`config.mk`:
```
export PLATFORM = sky130hd
export DESIGN_NAME = double_ended_queue
export DESIGN_NICKNAME = d
export VERILOG_FILES = /design/src/deq_pkg.sv /design/src/deq_ctrl.sv /design/src/deq_dpath.sv /design/src/double_ended_queue.sv
export SDC_FILE = /design/constraint.sdc
export NUM_CORES = 1
export LEC_CHECK = 0
export BUFFER_PORTS_ARGS = -buffer_cell sky130_fd_sc_hd__buf_2
export CAP_MARGIN = 5
export CORE_MARGIN = 3
export CORE_UTILIZATION = 36
export CTS_CLUSTER_DIAMETER = 100
export DETAILED_ROUTE_END_ITERATION = 6
export GPL_ROUTABILITY_DRIVEN = 0
export PLACE_DENSITY_LB_ADDON = 0.3
export SYNTH_ARGS = -nofsm -noshare
export SYNTH_HDL_FRONTEND = slang
export SYNTH_SLANG_ARGS = --single-unit
```
`constraint.sdc`:
```
create_clock -name clk -period 7.4 [get_ports clk]
set_clock_uncertainty 0.1 [all_clocks]
set_input_delay 0.37 -clock clk [delete_from_list [all_inputs] [get_ports clk]]
set_output_delay 0.37 -clock clk [all_outputs]
set_load 0.02 [all_outputs]
```
`src/deq_pkg.sv`:
```
// Shared types and constants for the double-ended queue.
// No dependencies; imported by every module of the block.
`default_nettype none

package deq_pkg;

  localparam int DEPTH_DEF      = 16;
  localparam int DATA_WIDTH_DEF = 32;
  localparam int FIELD_W        = 32;
  localparam int COUNT_W        = 5;
  localparam int REQ_W          = 3;

  typedef logic [REQ_W-1:0] req_t;

  localparam req_t REQ_PUSH_FRONT = 3'd0;
  localparam req_t REQ_PUSH_BACK  = 3'd1;
  localparam req_t REQ_POP_FRONT  = 3'd2;
  localparam req_t REQ_POP_BACK   = 3'd3;
  localparam req_t REQ_PEEK       = 3'd4;

  // Commands from the sequencer to the datapath
  typedef struct packed {
    logic load_req;   // latch the incoming beat
    logic exec;       // update pointers, write push word, read popped slot
    logic rd_front;   // read front slot, capture popped word
    logic rd_back;    // read back slot, capture front word
    logic load_out;   // load the result register
  } deq_cmd_t;

endpackage

`default_nettype wire

```
`src/deq_ctrl.sv`:
```
// Request sequencer for the double-ended queue.
// Depends on deq_pkg; drives deq_dpath through deq_cmd_t.
`default_nettype none

module deq_ctrl (
  input  wire logic            clk,
  input  wire logic            rst,
  input  wire logic            in_valid,
  output logic                 in_ready,
  output logic                 out_valid,
  input  wire logic            out_ready,
  output deq_pkg::deq_cmd_t    cmd
);
  import deq_pkg::*;

  typedef enum logic [2:0] {
    S_IDLE,
    S_EXEC,
    S_RD_FRONT,
    S_RD_BACK,
    S_DONE
  } state_t;

  state_t state;
  logic   out_free;

  assign out_free = !out_valid || out_ready;
  assign in_ready = (state == S_IDLE);

  always_comb begin
    cmd          = '0;
    cmd.load_req = in_valid && (state == S_IDLE);
    cmd.exec     = (state == S_EXEC);
    cmd.rd_front = (state == S_RD_FRONT);
    cmd.rd_back  = (state == S_RD_BACK);
    cmd.load_out = (state == S_DONE) && out_free;
  end

  always_ff @(posedge clk) begin
    if (rst) begin
      state     <= S_IDLE;
      out_valid <= 1'b0;
    end else begin
      // a new result beat may replace the one leaving on this edge
      if (cmd.load_out) out_valid <= 1'b1;
      else if (out_ready) out_valid <= 1'b0;
      unique case (state)
        S_IDLE:     if (in_valid) state <= S_EXEC;
        S_EXEC:     state <= S_RD_FRONT;
        S_RD_FRONT: state <= S_RD_BACK;
        S_RD_BACK:  state <= S_DONE;
        S_DONE:     if (out_free) state <= S_IDLE;
        default:    state <= S_IDLE;
      endcase
    end
  end

endmodule

`default_nettype wire

```
`src/deq_dpath.sv`:
```
// Datapath of the double-ended queue: slot memory, ring pointers, fill count
// and the result register. Depends on deq_pkg; commanded by deq_ctrl.
`default_nettype none

module deq_dpath #(
  parameter int DEPTH      = deq_pkg::DEPTH_DEF,
  parameter int DATA_WIDTH = deq_pkg::DATA_WIDTH_DEF
) (
  input  wire logic                                clk,
  input  wire logic                                rst,
  input  wire deq_pkg::deq_cmd_t                   cmd,
  input  wire logic        [deq_pkg::REQ_W-1:0]    req_type,
  input  wire logic signed [deq_pkg::FIELD_W-1:0]  push_value,
  output logic signed      [deq_pkg::FIELD_W-1:0]  popped_value,
  output logic                                     ok,
  output logic signed      [deq_pkg::FIELD_W-1:0]  front_value,
  output logic signed      [deq_pkg::FIELD_W-1:0]  back_value,
  output logic                                     is_empty,
  output logic             [deq_pkg::COUNT_W-1:0]  count
);
  import deq_pkg::*;

  localparam int PW = (DEPTH > 1) ? $clog2(DEPTH) : 1;
  localparam int CW = $clog2(DEPTH + 1);
  localparam logic [PW-1:0] PTR_LAST = PW'(DEPTH - 1);
  localparam logic [CW-1:0] CNT_FULL = CW'(DEPTH);
  localparam logic [DATA_WIDTH-1:0] ALL_ONES = '1;

  typedef logic [DATA_WIDTH-1:0] word_t;
  typedef logic [PW-1:0]         ptr_t;

  word_t         mem [DEPTH];
  word_t         rd_data;
  ptr_t          head;
  ptr_t          tail;
  logic [CW-1:0] cnt;

  req_t  req_q;
  word_t word_q;
  logic  ok_q;
  logic  pop_ok_q;
  word_t popped_q;
  word_t front_q;

  logic  is_push, is_pop, full, empty;
  logic  we, re;
  ptr_t  wa, ra;
  ptr_t  head_dec, head_inc, tail_dec, tail_inc;
  logic [63:0] push_wide;

  function automatic ptr_t ptr_inc(input ptr_t p);
    return (p == PTR_LAST) ? '0 : p + 1'b1;
  endfunction

  function automatic ptr_t ptr_dec(input ptr_t p);
    return (p == '0) ? PTR_LAST : p - 1'b1;
  endfunction

  // Words leave zero-extended or truncated to the field width
  function automatic logic [FIELD_W-1:0] to_field(input word_t w);
    logic [63:0] wide;
    wide = 64'(w);
    return wide[FIELD_W-1:0];
  endfunction

  assign head_dec = ptr_dec(head);
  assign head_inc = ptr_inc(head);
  assign tail_dec = ptr_dec(tail);
  assign tail_inc = ptr_inc(tail);

  assign push_wide = 64'(unsigned'(push_value));

  assign is_push = (req_q == REQ_PUSH_FRONT) || (req_q == REQ_PUSH_BACK);
  assign is_pop  = (req_q == REQ_POP_FRONT)  || (req_q == REQ_POP_BACK);
  assign full    = (cnt == CNT_FULL);
  assign empty   = (cnt == '0);

  always_comb begin
    we = cmd.exec && is_push && !full;
    wa = (req_q == REQ_PUSH_FRONT) ? head_dec : tail;
    re = 1'b0;
    ra = head;
    if (cmd.exec) begin
      re = is_pop && !empty;
      ra = (req_q == REQ_POP_FRONT) ? head : tail_dec;
    end else if (cmd.rd_front) begin
      re = 1'b1;
      ra = head;
    end else if (cmd.rd_back) begin
      re = 1'b1;
      ra = tail_dec;
    end
  end

  always_ff @(posedge clk) begin
    if (we) mem[wa] <= word_q;
    if (re) rd_data <= mem[ra];
  end

  always_ff @(posedge clk) begin
    if (rst) begin
      head <= '0;
      tail <= '0;
      cnt  <= '0;
    end else if (cmd.exec) begin
      case (req_q)
        REQ_PUSH_FRONT: if (!full) begin
          head <= head_dec;
          cnt  <= cnt + 1'b1;
        end
        REQ_PUSH_BACK: if (!full) begin
          tail <= tail_inc;
          cnt  <= cnt + 1'b1;
        end
        REQ_POP_FRONT: if (!empty) begin
          head <= head_inc;
          cnt  <= cnt - 1'b1;
        end
        REQ_POP_BACK: if (!empty) begin
          tail <= tail_dec;
          cnt  <= cnt - 1'b1;
        end
        default: ;
      endcase
    end
  end

  always_ff @(posedge clk) begin
    if (cmd.load_req) begin
      req_q  <= req_type;
      word_q <= push_wide[DATA_WIDTH-1:0];
    end
    if (cmd.exec) begin
      ok_q     <= !(is_push && full) && !(is_pop && empty);
      pop_ok_q <= is_pop && !empty;
    end
    if (cmd.rd_front) popped_q <= rd_data;
    if (cmd.rd_back)  front_q  <= rd_data;
    if (cmd.load_out) begin
      popped_value <= to_field(pop_ok_q ? popped_q : ALL_ONES);
      front_value  <= to_field(empty ? ALL_ONES : front_q);
      back_value   <= to_field(empty ? ALL_ONES : rd_data);
      ok           <= ok_q;
      is_empty     <= empty;
      count        <= COUNT_W'(64'(cnt));
    end
  end

endmodule

`default_nettype wire

```
`src/double_ended_queue.sv`:
```
// Top level of the double-ended queue: ring buffer of signed words.
// Depends on deq_pkg, deq_ctrl and deq_dpath.
//
//  channel | valid     | ready     | payload
//  --------+-----------+-----------+---------------------------------------------
//  request | in_valid  | in_ready  | req_type, push_value
//  result  | out_valid | out_ready | popped_value, ok, front_value, back_value,
//          |           |           | is_empty, count
//
// After its request is accepted, the result beat passes four steps: update
// with pop read, front read, back read, result load; the single read port of
// the slot memory sets this. The next request is taken only in the idle state
// that follows the result load. The result register lets the next request be
// accepted while a result waits; that request holds in its last step until
// the result is taken.
// Reset clears sequencer state, out_valid, pointers and count; slot contents are not reset.
`default_nettype none

module double_ended_queue #(
  parameter int DEPTH      = deq_pkg::DEPTH_DEF,
  parameter int DATA_WIDTH = deq_pkg::DATA_WIDTH_DEF
) (
  input  wire logic                                clk,
  input  wire logic                                rst,
  input  wire logic                                in_valid,
  output logic                                     in_ready,
  input  wire logic        [deq_pkg::REQ_W-1:0]    req_type,
  input  wire logic signed [deq_pkg::FIELD_W-1:0]  push_value,
  output logic                                     out_valid,
  input  wire logic                                out_ready,
  output logic signed      [deq_pkg::FIELD_W-1:0]  popped_value,
  output logic                                     ok,
  output logic signed      [deq_pkg::FIELD_W-1:0]  front_value,
  output logic signed      [deq_pkg::FIELD_W-1:0]  back_value,
  output logic                                     is_empty,
  output logic             [deq_pkg::COUNT_W-1:0]  count
);
  import deq_pkg::*;

  deq_cmd_t cmd;

  deq_ctrl u_ctrl (
    .clk       (clk),
    .rst       (rst),
    .in_valid  (in_valid),
    .in_ready  (in_ready),
    .out_valid (out_valid),
    .out_ready (out_ready),
    .cmd       (cmd)
  );

  deq_dpath #(
    .DEPTH      (DEPTH),
    .DATA_WIDTH (DATA_WIDTH)
  ) u_dpath (
    .clk          (clk),
    .rst          (rst),
    .cmd          (cmd),
    .req_type     (req_type),
    .push_value   (push_value),
    .popped_value (popped_value),
    .ok           (ok),
    .front_value  (front_value),
    .back_value   (back_value),
    .is_empty     (is_empty),
    .count        (count)
  );

endmodule

`default_nettype wire

```
==> results.toml <==
[timing]
timing.slew.headroom = 0.249
rsz0062_at_grt = "false"
setup_violations = 0
final.setup.tns_ps = 0
clock.fmax_mhz = 230
report.final.hold_viol_count = 0
final-max-slew-violation-count = 0
final.period_utilization = 0.587
worst_max_slew_pin_slew_ps = 1120
period_minus_slack_ps = 4340

[route]
route.antenna.remaining_nets = 0
drc_errors = 0
finalWirelength_microns = 66800
first_iter_violations = 1305
total_via_count_in_the_routed_design = 15100
detail_route.first_pass.iterations = 5
detail_route.vias_per_cell = 5.26
avgRoutedWirePerCell_microns = 23.3

[run]
max-cap-violations = 0

[finish]
layout.area.seq_sq_mm = 0.0228
syn_to_final_growth_pct = 18.3
layout_common_cells = "sky130_fd_sc_hd__edfxtp_1, sky130_fd_sc_hd__buf_2, sky130_fd_sc_hd__o22ai_1"
final_core_utilization = 0.435
num-fill-cells = 6708
post_route_cells_drive_above_1_share = 0.234
multi_input_area_sq_mm = 0.00522
layout_commonest_cell = "sky130_fd_sc_hd__edfxtp_1"
fin_nets = 1819

[pwr]
power_leakage_nw = 10.5
power-per-cell-area_mw_per_mm2 = 288
worst_case_vdd_ir_drop_uv = 160

[global_routing]
grtUsageTotal = 0.163
antenna_found_initial = 1
largest_net_degree_at_the_start_of_global_routing = 85
grt_pass1_vias = 15300
congestion_overflow_gr = 0
grt_first_pass_wirelength_microns = 99600

[critical_path]
worstPathArrival_ps = 4580
cp_max_fo = 40
worstSetupStartpointType = "register"
setup.worst_path.class = "reg2reg"
regToRegSetupSlack_ps = 3060
cp_data_required_time_ps = 7640
critPathLaunch = "u_dpath.tail[0]$_SDFFE_PP0P_"
critPathCaptureType = "register"
reg_to_reg_startpoint = "u_dpath.tail[0]$_SDFFE_PP0P_"

[die]
die_width_microns = 286
floorplan.core_area_sq_mm = 0.0767
total_number_of_placement_rows = 101
die-area_sq_mm = 0.0817
design.portCount = 144
floorplan.die.height_microns = 286
initial_utilization = 0.368

[clock_network]
cts.sinks = 765
cts_root_buffer = "sky130_fd_sc_hd__clkbuf_16"
worstSkewPairLatency_ps = 610
htree_num_levels = 3
ctsLongestPathBuffers = 3
clk_transition_reported_paths_ps = 60
cts_setup_buffers = 0
cts_buffers = 78
cts_tree = "built"

[min_path]
hold_path_class = "in2reg"
min-delay-start = "rst"

[synth]
synth_area_leader_cell = "sky130_fd_sc_hd__edfxtp_1"
mean_syn_cell_area_sq_um = 18.0
cells_after_synth = 1568
netlist.area_leader.share = 0.797
synth_edf_count = 748
ys.warnings.count = 0
post_synth_main_area_contributors = "sky130_fd_sc_hd__edfxtp_1, sky130_fd_sc_hd__o22ai_1, sky130_fd_sc_hd__mux4_2"
mappedNetlistNets = 1615
yosys.cell_types.count = 62
syn-cell-area_sq_mm = 0.0282
asyncSetResetFlopFracSynth = 0
synth.ff_latch_count = 765
yosys_most_used_dff = "sky130_fd_sc_hd__edfxtp_1"
yosysSeqAreaShare = 0.809

[place]
detailedPlacementHpwl_microns = 37600
portBuffers = 143

[status]
outcome = "complete, no violations"
-- path summary, 6_finish.rpt --
path,endpoint,cells after the start
worst max-delay path,u_dpath.rd_data[21]$_DFFE_PP_,8
worst min-delay path,u_dpath.cnt[3]$_SDFFE_PP0P_,2
worst max register to register,u_dpath.rd_data[21]$_DFFE_PP_,8
worst min register to register,u_dpath.ok$_DFFE_PP_,0
-- routing by layer --
layer  vias up  track usage  wire (microns)
met5         -            0               0
met4         0       0.0495            1370
met3       100       0.0333            4920
met2       551        0.265           32100
met1      7698        0.221           28300
li1       6743            -               -
-- final cells by class --
type,count,share of cell area
Antenna cell,3,0.000225
Tap cell,1030,0.0386
Sequential cell,765,0.684
Multi-Input combinational cell,698,0.156
Inverter,12,0.00135
Clock buffer,99,0.0634
Clock inverter,43,0.0150
Timing Repair Buffer,217,0.0414
-- through the flow --
stage | worst slack, ps | power, W | instances | hold WS [ps] | cell area (sq um)
2_1_floorplan | 1750 | 0.00544 | 1568 | 300 | 28200
3_3_place_gp | 3250 | 0.00568 | 2685 | 303 | 30300
3_5_place_dp | 3110 | 0.00570 | 2685 | 321 | 30300
4_1_cts | 3100 | 0.00971 | 2863 | 22.6 | 33300
5_1_grt | 2870 | 0.00996 | 2864 | 56.1 | 33300
6_report | 3060 | 0.00962 | 2867 | 47.8 | 33400
-- state kept, by name, summed over array words and instances (netlist names) --
register,cells
u_dpath.word_q,32
u_dpath.mem,512
u_dpath.back_value,32
u_dpath.req_q,3
u_dpath.popped_q,32
u_dpath.front_value,32
u_ctrl.out_valid,1
u_ctrl.state,3
u_dpath.pop_ok_q,1
u_dpath.ok_q,1
u_dpath.is_empty,1
u_dpath.tail,4
u_dpath.cnt,5
u_dpath.head,4
u_dpath.front_q,32
u_dpath.ok,1
u_dpath.popped_value,32
u_dpath.count,5
u_dpath.rd_data,32
-- cells in the mapped netlist, drive strengths merged, types with 2 or more instances --
| library cell | count |
|---|---|
| a211oi | 4 |
| a21boi | 22 |
| a21o | 3 |
| a21oi | 14 |
| a31oi | 3 |
| a32oi | 25 |
| and2 | 13 |
| and3b | 2 |
| buf | 32 |
| clkbuf | 61 |
| dfxtp | 17 |
| edfxtp | 748 |
| ha | 7 |
| inv | 11 |
| mux2 | 2 |
| mux2i | 5 |
| mux4 | 32 |
| nand2 | 42 |
| nand2b | 35 |
| nand3 | 9 |
| nand3b | 2 |
| nor2 | 54 |
| nor2b | 5 |
| nor3 | 78 |
| nor3b | 3 |
| nor4 | 3 |
| o2111ai | 22 |
| o211ai | 2 |
| o21ai | 20 |
| o221ai | 21 |
| o22ai | 117 |
| o31ai | 2 |
| o32a | 2 |
| or2 | 65 |
| or3 | 24 |
| or4 | 33 |
| xnor2 | 8 |
| xor2 | 3 |
-- what timing repair did --
| item | 4_1_cts | 5_1_grt |
|---|---|---|
| gates resized for setup | 0 | 0 |
| hold buffers | 36 | 0 |
| endpoints found under the hold margin | 36 | 0 |
-- power by group --
part	switching (W)	internal, W
clock network	0.00159	0.00241
logic	0.000371	0.000222
registers	0.000118	0.00490
total	0.00208	0.00753
-- logic make-up (layout without fill, tap and decap cells) --
| group | Yosys count | in the layout | synth area share |
|---|---|---|---|
| buffers and inverters | 105 | 371 | 0.0153 |
| multiplexers | 39 | 39 | 0.0281 |
| AND/OR/NAND/NOR | 372 | 372 | 0.0732 |
| other | 0 | 3 | 0 |
| flip-flops | 765 | 765 | 0.809 |
| adder cells (fa/ha/maj) | 8 | 8 | 0.00382 |
| XOR/XNOR | 11 | 11 | 0.00342 |
| AO/OA/AOI/OAI | 268 | 268 | 0.0673 |
-- worst max-delay path, cell delays in order (launching register included) --
cell and delay, ps:
sky130_fd_sc_hd__dfxtp_1 500, sky130_fd_sc_hd__inv_1 180, sky130_fd_sc_hd__ha_1 320, sky130_fd_sc_hd__nor3b_1 210
sky130_fd_sc_hd__o211ai_4 770, sky130_fd_sc_hd__nand2_4 640, sky130_fd_sc_hd__mux4_2 640, sky130_fd_sc_hd__and2_0 160
sky130_fd_sc_hd__or4_1 510
Note: power is estimated with default switching activity, not from simulation.
